$ cat src/rtl/signed_int_to_decimal_ascii_macros.svh
// Assertion helpers used by the serializer module.
`ifndef SIGNED_INT_TO_DECIMAL_ASCII_MACROS_SVH
`define SIGNED_INT_TO_DECIMAL_ASCII_MACROS_SVH

// Consequent must hold in the same cycle as the antecedent.
`define S2A_ASSERT_SAME(label, clk, rst_n, ante, cons, msg) \
  label: assert property (@(posedge clk) disable iff (!rst_n) (ante) |-> (cons)) \
    else $error(msg);

// Consequent must hold in the cycle after the antecedent.
`define S2A_ASSERT_NEXT(label, clk, rst_n, ante, cons, msg) \
  label: assert property (@(posedge clk) disable iff (!rst_n) (ante) |=> (cons)) \
    else $error(msg);

`endif

$ cat src/rtl/s2a_pkg.sv
package s2a_pkg;

  localparam int CHAR_W = 6;
  localparam int BCD_W = 4;
  // Double-dabble shift steps folded into one pipeline stage.
  localparam int STEPS_PER_STAGE = 4;

  localparam logic [CHAR_W-1:0] DIGIT_BASE = 6'd48;
  localparam logic [CHAR_W-1:0] MINUS_CHAR = 6'd45;

  typedef logic [CHAR_W-1:0] char_t;
  typedef logic [BCD_W-1:0] bcd_digit_t;

endpackage

$ cat src/rtl/s2a_ifs.sv
interface s2a_in_if #(
  parameter int VALUE_BITS = 32
);
  logic                  valid;
  logic                  ready;
  logic [VALUE_BITS-1:0] value;

  modport source (output valid, output value, input ready);
  modport sink (input valid, input value, output ready);
endinterface

interface s2a_out_if;
  logic           valid;
  logic           ready;
  s2a_pkg::char_t character;
  logic           last;

  modport source (output valid, output character, output last, input ready);
  modport sink (input valid, input character, input last, output ready);
endinterface

$ cat src/rtl/s2a_bcd_pipe.sv
module s2a_bcd_pipe #(
  parameter int VALUE_BITS = 32,
  parameter int NDIG = 10,
  parameter int IDXW = 4
) (
  input  logic                          clk,
  input  logic                          rst_n,
  input  logic                          in_valid,
  output logic                          in_ready,
  input  logic [VALUE_BITS-1:0]         in_value,
  output logic                          out_valid,
  input  logic                          out_ready,
  output logic                          out_neg,
  output logic [NDIG*s2a_pkg::BCD_W-1:0] out_bcd,
  output logic [IDXW-1:0]               out_msd
);

  localparam int SPS = s2a_pkg::STEPS_PER_STAGE;
  localparam int NDAB = (VALUE_BITS + SPS - 1) / SPS;
  localparam int NST = NDAB + 2;
  localparam int BCDW = NDIG * s2a_pkg::BCD_W;
  localparam int W = BCDW + VALUE_BITS;

  // Stage 0 forms the magnitude, stages 1..NDAB run double dabble,
  // and the final stage locates the most significant nonzero digit.
  logic           vld_r [NST];
  logic           rdy   [NST];
  logic           neg_r [NST];
  logic [W-1:0]   vec_r [NST];
  logic [IDXW-1:0] msd_r;

  function automatic logic [W-1:0] dabble(input logic [W-1:0] v, input int nsteps);
    logic [W-1:0] t;
    t = v;
    for (int k = 0; k < SPS; k++) begin
      if (k < nsteps) begin
        for (int d = 0; d < NDIG; d++) begin
          if (t[VALUE_BITS+d*s2a_pkg::BCD_W +: s2a_pkg::BCD_W] >= 4'd5) begin
            t[VALUE_BITS+d*s2a_pkg::BCD_W +: s2a_pkg::BCD_W] =
              t[VALUE_BITS+d*s2a_pkg::BCD_W +: s2a_pkg::BCD_W] + 4'd3;
          end
        end
        t = t << 1;
      end
    end
    return t;
  endfunction

  function automatic logic [IDXW-1:0] lead_digit(input logic [BCDW-1:0] b);
    logic [IDXW-1:0] m;
    m = '0;
    for (int d = 0; d < NDIG; d++) begin
      if (b[d*s2a_pkg::BCD_W +: s2a_pkg::BCD_W] != '0) begin
        m = IDXW'(d);
      end
    end
    return m;
  endfunction

  assign in_ready = rdy[0];

  for (genvar s = 0; s < NST; s++) begin : g_stage
    if (s == NST - 1) begin : g_rdy_last
      assign rdy[s] = !vld_r[s] || out_ready;
    end else begin : g_rdy_mid
      assign rdy[s] = !vld_r[s] || rdy[s+1];
    end

    if (s == 0) begin : g_abs
      logic [VALUE_BITS-1:0] mag;
      assign mag = in_value[VALUE_BITS-1] ? (~in_value + 1'b1) : in_value;

      always_ff @(posedge clk) begin
        if (!rst_n) begin
          vld_r[s] <= 1'b0;
        end else if (rdy[s]) begin
          vld_r[s] <= in_valid;
        end
      end

      always_ff @(posedge clk) begin
        if (rdy[s] && in_valid) begin
          neg_r[s] <= in_value[VALUE_BITS-1];
          vec_r[s] <= {{BCDW{1'b0}}, mag};
        end
      end
    end else if (s <= NDAB) begin : g_dab
      localparam int REM = VALUE_BITS - (s - 1) * SPS;
      localparam int NSTEP = (REM < SPS) ? REM : SPS;

      always_ff @(posedge clk) begin
        if (!rst_n) begin
          vld_r[s] <= 1'b0;
        end else if (rdy[s]) begin
          vld_r[s] <= vld_r[s-1];
        end
      end

      always_ff @(posedge clk) begin
        if (rdy[s] && vld_r[s-1]) begin
          neg_r[s] <= neg_r[s-1];
          vec_r[s] <= dabble(vec_r[s-1], NSTEP);
        end
      end
    end else begin : g_lead
      always_ff @(posedge clk) begin
        if (!rst_n) begin
          vld_r[s] <= 1'b0;
        end else if (rdy[s]) begin
          vld_r[s] <= vld_r[s-1];
        end
      end

      always_ff @(posedge clk) begin
        if (rdy[s] && vld_r[s-1]) begin
          neg_r[s] <= neg_r[s-1];
          vec_r[s] <= vec_r[s-1];
          msd_r    <= lead_digit(vec_r[s-1][W-1:VALUE_BITS]);
        end
      end
    end
  end

  assign out_valid = vld_r[NST-1];
  assign out_neg   = neg_r[NST-1];
  assign out_bcd   = vec_r[NST-1][W-1:VALUE_BITS];
  assign out_msd   = msd_r;

endmodule

$ cat src/rtl/s2a_ser.sv
`include "signed_int_to_decimal_ascii_macros.svh"

module s2a_ser #(
  parameter int NDIG = 10,
  parameter int IDXW = 4
) (
  input  logic                           clk,
  input  logic                           rst_n,
  input  logic                           in_valid,
  output logic                           in_ready,
  input  logic                           in_neg,
  input  logic [NDIG*s2a_pkg::BCD_W-1:0] in_bcd,
  input  logic [IDXW-1:0]                in_msd,
  output logic                           out_valid,
  input  logic                           out_ready,
  output s2a_pkg::char_t                 out_character,
  output logic                           out_last
);

  // Holding register for the number being spelled out.
  logic                           hld_vld_r, hld_vld_nxt;
  logic                           neg_pend_r, neg_pend_nxt;
  logic [IDXW-1:0]                idx_r, idx_nxt;
  logic [NDIG*s2a_pkg::BCD_W-1:0] dig_r;

  // Output register.
  logic           ov_r, ov_nxt;
  s2a_pkg::char_t ochar_r, ochar_nxt;
  logic           olast_r, olast_nxt;

  logic                   out_move;
  logic                   take;
  logic                   cur_last;
  logic                   load;
  s2a_pkg::bcd_digit_t    cur_digit;

  assign out_move  = !ov_r || out_ready;
  assign take      = hld_vld_r && out_move;
  assign cur_last  = !neg_pend_r && (idx_r == '0);
  assign cur_digit = dig_r[idx_r*s2a_pkg::BCD_W +: s2a_pkg::BCD_W];
  assign in_ready  = !hld_vld_r || (take && cur_last);
  assign load      = in_valid && in_ready;

  always_comb begin
    hld_vld_nxt  = hld_vld_r;
    neg_pend_nxt = neg_pend_r;
    idx_nxt      = idx_r;
    if (take) begin
      if (neg_pend_r) begin
        neg_pend_nxt = 1'b0;
      end else if (cur_last) begin
        hld_vld_nxt = 1'b0;
      end else begin
        idx_nxt = idx_r - 1'b1;
      end
    end
    if (load) begin
      hld_vld_nxt  = 1'b1;
      neg_pend_nxt = in_neg;
      idx_nxt      = in_msd;
    end
  end

  always_comb begin
    ov_nxt    = ov_r;
    ochar_nxt = ochar_r;
    olast_nxt = olast_r;
    if (out_move) begin
      ov_nxt    = hld_vld_r;
      ochar_nxt = neg_pend_r ? s2a_pkg::MINUS_CHAR
                             : s2a_pkg::DIGIT_BASE + {2'b00, cur_digit};
      olast_nxt = cur_last;
    end
  end

  always_ff @(posedge clk) begin
    if (!rst_n) begin
      hld_vld_r <= 1'b0;
      ov_r      <= 1'b0;
    end else begin
      hld_vld_r <= hld_vld_nxt;
      ov_r      <= ov_nxt;
    end
  end

  always_ff @(posedge clk) begin
    neg_pend_r <= neg_pend_nxt;
    idx_r      <= idx_nxt;
    ochar_r    <= ochar_nxt;
    olast_r    <= olast_nxt;
    if (load) begin
      dig_r <= in_bcd;
    end
  end

  assign out_valid     = ov_r;
  assign out_character = ochar_r;
  assign out_last      = olast_r;

  `S2A_ASSERT_SAME(a_idx_range, clk, rst_n, hld_vld_r, int'(idx_r) < NDIG, "digit index out of range")
  `S2A_ASSERT_NEXT(a_mid_busy, clk, rst_n, take && !cur_last, hld_vld_r, "number dropped before its last character")
  `S2A_ASSERT_SAME(a_last_digit, clk, rst_n, ov_r && olast_r, ochar_r != s2a_pkg::MINUS_CHAR, "text ends on a minus sign")
  `S2A_ASSERT_SAME(a_char_set, clk, rst_n, ov_r, (ochar_r == s2a_pkg::MINUS_CHAR) || ((ochar_r >= s2a_pkg::DIGIT_BASE) && (ochar_r <= s2a_pkg::DIGIT_BASE + 6'd9)), "character outside the decimal set")

endmodule

$ cat src/rtl/signed_int_to_decimal_ascii.sv
// The first character passes the magnitude, double-dabble and digit-search stages, then the
// serializer's holding and output registers after the input transfer.
// Throughput: one character per cycle while the receiver is ready; a number is 1 to 11
// characters at 32 bits. Inputs are taken one per cycle until the pipeline stages fill;
// after that an input is taken only when the serializer takes the last character it holds.
// Reset (synchronous, active low) clears only the valid bits; data registers are not reset.
module signed_int_to_decimal_ascii #(
  parameter int VALUE_BITS = 32
) (
  input  logic             clk,
  input  logic             rst_n,
  s2a_in_if.sink           in_ch,
  s2a_out_if.source        out_ch
);

  localparam int NDIG = ((VALUE_BITS * 1233) >> 12) + 1;
  localparam int IDXW = $clog2(NDIG);

  logic                           pv;
  logic                           pr;
  logic                           pneg;
  logic [NDIG*s2a_pkg::BCD_W-1:0] pbcd;
  logic [IDXW-1:0]                pmsd;

  s2a_bcd_pipe #(
    .VALUE_BITS (VALUE_BITS),
    .NDIG       (NDIG),
    .IDXW       (IDXW)
  ) u_pipe (
    .clk       (clk),
    .rst_n     (rst_n),
    .in_valid  (in_ch.valid),
    .in_ready  (in_ch.ready),
    .in_value  (in_ch.value),
    .out_valid (pv),
    .out_ready (pr),
    .out_neg   (pneg),
    .out_bcd   (pbcd),
    .out_msd   (pmsd)
  );

  s2a_ser #(
    .NDIG (NDIG),
    .IDXW (IDXW)
  ) u_ser (
    .clk           (clk),
    .rst_n         (rst_n),
    .in_valid      (pv),
    .in_ready      (pr),
    .in_neg        (pneg),
    .in_bcd        (pbcd),
    .in_msd        (pmsd),
    .out_valid     (out_ch.valid),
    .out_ready     (out_ch.ready),
    .out_character (out_ch.character),
    .out_last      (out_ch.last)
  );

endmodule

$ cat src/flat_wrapper.sv
// flat-port wrapper written by rule: the top's interface ports become plain ports
module signed_int_to_decimal_ascii_flat 
#(
  parameter int VALUE_BITS = 32
)
  (clk, rst_n, in_ch_valid, in_ch_value, in_ch_ready, out_ch_valid, out_ch_character, out_ch_last, out_ch_ready);
  s2a_in_if #(.VALUE_BITS(VALUE_BITS)) in_ch_i ();
  s2a_out_if out_ch_i ();
  input  logic clk;
  input  logic rst_n;
  input wire logic [$bits(in_ch_i.valid)-1:0] in_ch_valid;
  input wire logic [$bits(in_ch_i.value)-1:0] in_ch_value;
  output wire logic [$bits(in_ch_i.ready)-1:0] in_ch_ready;
  output wire logic [$bits(out_ch_i.valid)-1:0] out_ch_valid;
  output wire logic [$bits(out_ch_i.character)-1:0] out_ch_character;
  output wire logic [$bits(out_ch_i.last)-1:0] out_ch_last;
  input wire logic [$bits(out_ch_i.ready)-1:0] out_ch_ready;
  assign in_ch_i.valid = in_ch_valid;
  assign in_ch_i.value = in_ch_value;
  assign in_ch_ready = in_ch_i.ready;
  assign out_ch_valid = out_ch_i.valid;
  assign out_ch_character = out_ch_i.character;
  assign out_ch_last = out_ch_i.last;
  assign out_ch_i.ready = out_ch_ready;
  signed_int_to_decimal_ascii #(.VALUE_BITS(VALUE_BITS)) u_core (.clk(clk), .rst_n(rst_n), .in_ch(in_ch_i), .out_ch(out_ch_i));
endmodule
$ cat config.mk
export PLATFORM = sky130hd
export DESIGN_NAME = signed_int_to_decimal_ascii_flat
export DESIGN_NICKNAME = d
export VERILOG_FILES = /design/src/rtl/s2a_pkg.sv /design/src/rtl/s2a_ifs.sv /design/src/rtl/s2a_bcd_pipe.sv /design/src/rtl/s2a_ser.sv /design/src/rtl/signed_int_to_decimal_ascii.sv /design/src/flat_wrapper.sv
export VERILOG_INCLUDE_DIRS = /design/src /design/src/rtl
export SDC_FILE = /design/constraint.sdc
export NUM_CORES = 1
export LEC_CHECK = 0
export BUFFER_PORTS_ARGS = -buffer_cell sky130_fd_sc_hd__buf_2
export CORE_MARGIN = 2
export CORE_UTILIZATION = 50
export CTS_CLUSTER_DIAMETER = 40
export DETAILED_ROUTE_END_ITERATION = 16
export PLACE_DENSITY_LB_ADDON = 0.1
export SLEW_MARGIN = 40
export SYNTH_ARGS = -nofsm -noshare
export SYNTH_HDL_FRONTEND = slang
export SYNTH_HIERARCHICAL = 1
export SYNTH_SLANG_ARGS = --single-unit
export TNS_END_PERCENT = 5
$ cat constraint.sdc
create_clock -name clk -period 14.57 [get_ports clk]
set_input_delay 4.371 -clock clk [delete_from_list [all_inputs] [get_ports clk]]
set_output_delay 4.371 -clock clk [all_outputs]
set_load 0.01 [all_outputs]
Word-level counts from Yosys, hierarchy flattened
Memory sizes are Yosys's and may differ from the RTL's. A register that Yosys moved wholly into a read port is not among the register bits.
Index checks and enable logic that the tools add are counted.
Word-level totals
  output and inout port bits: 9
  memories kept: 3
  RAM bits: 740
  input bits: 36
  word-level logic and storage cells: 1154
  bits in registers: 18
Operators by class
  shifts and indexed selects: 1
  equality and inequality tests: 2
  $lt $le $gt $ge: 320
  $add $sub $neg: 323
  multiplexer cells: 432
  reductions and logical operators: 54
  bitwise operators: 11
Memory list
  u_core.u_pipe.vec_r: depth 10, bits a word 72, read ports 10, clocked after memory_dff 1, write ports 10, line s2a_bcd_pipe.sv:29  | logic [W-1:0] vec_r [NST];
  u_core.u_pipe.neg_r: depth 10, bits a word 1, read ports 10, clocked after memory_dff 0, write ports 10, line s2a_bcd_pipe.sv:28  | logic neg_r [NST];
  u_core.u_pipe.vld_r: depth 10, bits a word 1, read ports 10, clocked after memory_dff 0, write ports 10, line s2a_bcd_pipe.sv:26  | logic vld_r [NST];
Operator list (count)
  $mux 72: 32
  $ge 4x3->1 const B: 320
  $mux 4: 298
  $add 4x2->4 const B: 288
  $add 3x2->3 const B: 32
  $mux 3: 32
  $mux 1: 69
  $shiftx 40x7->4: 1
  $reduce_bool 4->1: 9
  $add 32x1->32 const B: 1
  $mux 32: 1
  $not 32->32: 1
  $logic_and 1x1->1: 14
  $logic_not 1->1: 13
  $logic_or 1x1->1: 12
  $or 1x1->1: 10
  $add 5x5->6 const A: 1
  $reduce_and 3->1: 2
  $logic_not 4->1: 1
  $ne 2x1->1 const B: 2
  $reduce_bool 2->1: 2
  $sub 4x1->4 const B: 1
  $reduce_or 2->1: 1

Logic depth before layout (Yosys ltp)
  word-level depth: 25
  gate-level depth with buffers: 21
  mapped depth without buffers: 21

Hierarchy
Netlist, hierarchy kept.
By module, submodules not included
  s2a_bcd_pipe: area an instance 28931.5 um^2, cells an instance 3136, instances 1, seq. area each 11791.3 um^2
  s2a_ser: area an instance 2167.1 um^2, cells an instance 129, instances 1, seq. area each 1571.5 um^2

Worst setup path before layout
Ideal clock, no wire load.
  kind: input -> output
  from: input out_ch_ready
  to: output in_ch_ready
  required time: 10.199 ns
  data arrival time: 6.011 ns
  buffers on the path: 0
  stages on the path: 8
  slack: 4.188 ns
  cells stage by stage: nor2b_1 > o21ai_4 > nor2b_1 > and3_1 > and3_1 > and3_1 > and3_1 > nand2_1
On the way
  longest elaborated chain between the ends: 14
Ends and longest elaborated chain
  start: declaration: line flat_wrapper.sv:17  | input wire logic [$bits(out_ch_i.ready)-1:0] out_ch_ready;
  $logic_or 1x1->1: line s2a_ser.sv:37  | assign out_move = !ov_r || out_ready;
  $logic_and 1x1->1: line s2a_ser.sv:38  | assign take = hld_vld_r && out_move;
  $logic_and 1x1->1: line s2a_ser.sv:41  | assign in_ready = !hld_vld_r || (take && cur_last);
  $logic_or 1x1->1: line s2a_ser.sv:41
  net u_core.pr: line signed_int_to_decimal_ascii.sv:20  | logic pr;
  $logic_or 1x1->1: line s2a_bcd_pipe.sv:64  | assign rdy[s] = !vld_r[s] || out_ready;
  $logic_or 1x1->1 (9 in series): line s2a_bcd_pipe.sv:66  | assign rdy[s] = !vld_r[s] || rdy[s+1];
  end: declaration: line flat_wrapper.sv:13  | output wire logic [$bits(in_ch_i.ready)-1:0] in_ch_ready;
The timed path passes the listed nets, and every way through them passes these cells.

Worst setup path after layout
Same ends and word-level chain as after synthesis.

==> results.cfg <==
[status]
outcome = completed

[timing]
rsz0062_at_grt = no
setup_tns_ns = 0
min_period_over_period_pct = 79.1
max_freq_mhz = 86.8
drv_slew = 0
worst_pin_slew_ns = 0.837
fin_crit_ns = 11.52
relSlewSlack_pct = 44.2
fin_worst_skew_ns = 0.0264
timing.hold.ws_ns = 0.401
setup_viol = 0
hold_viol_final = 0

[clock_tree]
cts_resized = 0
cts_buffers = 75
path_clk_slew_ns = 0.06
htreeDepth = 3
insertion_delay_ns = 0.61
cts_tree = built
clockBufferDepth = 3
ctsHoldBuffers = 0
postCtsSetupRepairBufs = 0
cts_sinks = 446
root_buffer = clkbuf_16

[job]
drv_cap = 0

[yosys]
synth_cell_types = 100
synth_mux_area_share_pct = 5.57
synth_top_family_by_area = compound AO/OA/AOI/OAI gates
synth.avg_cell_area_um2 = 9.52
synthSimpleGateAreaFrac_pct = 14.6
synth_nets = 3444
seq_area_frac_synth_pct = 43.0
synth_compound_area_share_pct = 21.7
synth_area_um2 = 31100
async_reset_ff_share_pct = 0
synthCells = 3265
synth-edff-count = 443
synthAdderAreaFrac_pct = 5.98
synthXorXnorAreaFrac_pct = 5.50
ys_ff_latch = 446
ys.flop_type = edfxtp_1
ys_warn_count = 6

[worst_setup_path]
r2r_end = u_core/u_pipe/vec_r[6][56]
endpoint_kind = output port
r2r_slack_ns = 9.79
critical-path-slowest-cell = nor2b_1
path_class = in2out
arrival_ns = 7.15
cp.required_ns = 10.20
cpMostUsedCell = and3_1
worstPathCellList = buf_2, nor2b_1, o21ai_4, nor2b_1, and3_1, and3_1, and3_1, and3_1, nand2_1, buf_2
cp_max_fo = 6
r2r_start = u_core/u_pipe/vec_r[5][52]
cp-start-kind = primary input
slowest_delay_ns = 0.55
reg2reg_depth = 14

[final_layout]
n_antenna_cell = 0
area_growth_pct = 12.3
fin_nets = 3486
final_common_cell = edfxtp_1
final_cell_mix = 443 x edfxtp_1, 314 x a21oi_1, 287 x nor2_1, 271 x o21ai_0, 240 x nand2_1
drive_above_1_share_pct = 10.5

[pwr]
power.density_nw_per_um2 = 103
ir_drop_v = 0.0000906
p_leak_nw = 12.8

[die]
core-area_um2 = 61600
num_rows = 91
fp.dieW_um = 253
start_util_pct = 50.5
ios = 45
die_area_um2 = 64200
die_h_um = 253

[place]
routabilityCongestion = 0.837
hpwlAfterDp_mm = 47.1
port_buffers = 43

[global_route]
antenna_found_initial = 0
grtUsageMet2_pct = 36.4
top_usage_layer = met2
overflow = 0
grtUsageTotal_pct = 20.0
grtUsageMet1_pct = 24.2
globalRouteMet3Util_pct = 3.01
grt_pass1_wl_mm = 108
grt_pass1_vias = 23100
grt_max_degree = 47

[detailed_routing]
vias_per_cell = 5.82
ant_nets = 0
wl_mm = 65.1
dr_total_vias = 24500
drc = 0
first_pass_iters = 6
wl_per_cell_um = 15.5
drt_iter0_drc = 1440

[worst_hold_path]
hold_path_depth = 0
hold_class = reg2reg
whs_endpoint = u_core/u_ser/dig_r[36]
hold_path_startpoint = u_core/u_pipe/vec_r[9][68]
==> synthesized netlist by cell type (14+ instances only) <==
library cell / number / area (µm²)
a211oi_1: 37 / 278
a21o_1: 37 / 278
a21oi_1: 321 / 1610
a21oi_2: 17 / 149
a221oi_1: 14 / 123
a22o_1: 16 / 140
a31o_2: 17 / 149
a31oi_1: 78 / 488
and2_1: 28 / 175
and3_1: 19 / 119
clkbuf_1: 78 / 293
edfxtp_1: 443 / 13300
ha_1: 143 / 1790
inv_1: 195 / 732
mux2_2: 57 / 642
mux2i_1: 100 / 1000
nand2_1: 240 / 901
nand2b_1: 77 / 482
nand3_1: 61 / 305
nor2_1: 287 / 1080
nor2b_1: 49 / 307
nor3_1: 60 / 300
nor3b_1: 49 / 368
nor4_1: 17 / 106
o211ai_1: 29 / 218
o21a_1: 15 / 113
o21ai_0: 271 / 1360
o21ai_1: 17 / 85.1
o221ai_1: 15 / 131
o22a_1: 14 / 123
o22ai_1: 33 / 206
o31ai_1: 22 / 165
xnor2_1: 153 / 1340
xor2_1: 31 / 272
==> layer usage <==
layer,wire length (µm),vias up
li1,-,12300
met1,28000,11600
met2,33200,436
met3,2210,117
met4,1640,0
met5,0,-
==> stage by stage <==
stage / util (%) / std cells / area [µm²] / power, mW / worst slack, ns
after floorplan: - / 3265 / 31100 / 1.77 / 4.19
after global placement: 52.2 / 4063 / 32100 / 1.83 / 3.08
after detailed placement: 52.4 / 4066 / 32300 / 1.85 / 3.06
after CTS: 56.6 / 4204 / 34800 / 3.64 / 3.05
after global routing: 56.7 / 4205 / 34900 / 3.75 / 2.81
final: 56.7 / 4205 / 34900 / 3.60 / 3.05
==> layout make-up <==
class	instances	area [µm²]
Timing Repair Buffer	60	382
Multi-Input combinational cell	2525	16800
Clock buffer	80	1920
Sequential cell	446	13400
Clock inverter	58	656
Inverter	199	747
Tap cell	837	1050
Fill cell	5230	26700
==> worst max-delay path by stage <==
stage | from | endpoint | depth (start not counted)
6_report | out_ch_ready | in_ch_ready | 10
2_1_floorplan | out_ch_ready | in_ch_ready | 8
5_1_grt | out_ch_ready | in_ch_ready | 10
4_1_cts | out_ch_ready | in_ch_ready | 10
3_5_place_dp | out_ch_ready | in_ch_ready | 10
3_3_place_gp | out_ch_ready | in_ch_ready | 10
==> flip-flops by register name, indices dropped and copies added, names as in the netlist <==
signal	cells
u_core/u_ser/hld_vld_r	1
u_core/u_ser/out_character	5
u_core/u_pipe/vld_r	10
u_core/u_pipe/neg_r	10
u_core/u_pipe/out_msd	4
u_core/u_ser/dig_r	40
u_core/u_ser/idx_r	4
u_core/u_ser/neg_pend_r	1
u_core/u_ser/out_valid	1
u_core/u_pipe/vec_r	369
u_core/u_ser/out_last	1
==> critical path: cells and delay by family <==
family | cells | cell delay [ns]
AOI/OAI and AO/OA | 1 | 0.13
and+or+nand+nor | 7 | 2.40
buffers and inverters | 2 | 0.24
==> logic make-up (layout without fill, tap and decap cells) <==
logic type | count (synthesis) | count (layout)
AO/OA/AOI/OAI | 1080 | 1080
AND/OR/NAND/NOR | 942 | 942
flip-flops | 446 | 446
buffers and inverters | 294 | 397
XOR/XNOR | 190 | 190
multiplexers | 162 | 162
adder cells (fa/ha/maj) | 150 | 150
other | 1 | 1
==> where the power goes <==
part	internal, mW	total (mW)	switching (mW)
Clock	1.11	1.76	0.657
Combinational	0.152	0.381	0.229
Sequential	1.44	1.45	0.0107
Total	2.70	3.60	0.896
No activity file was read; power rests on OpenSTA's default activity.
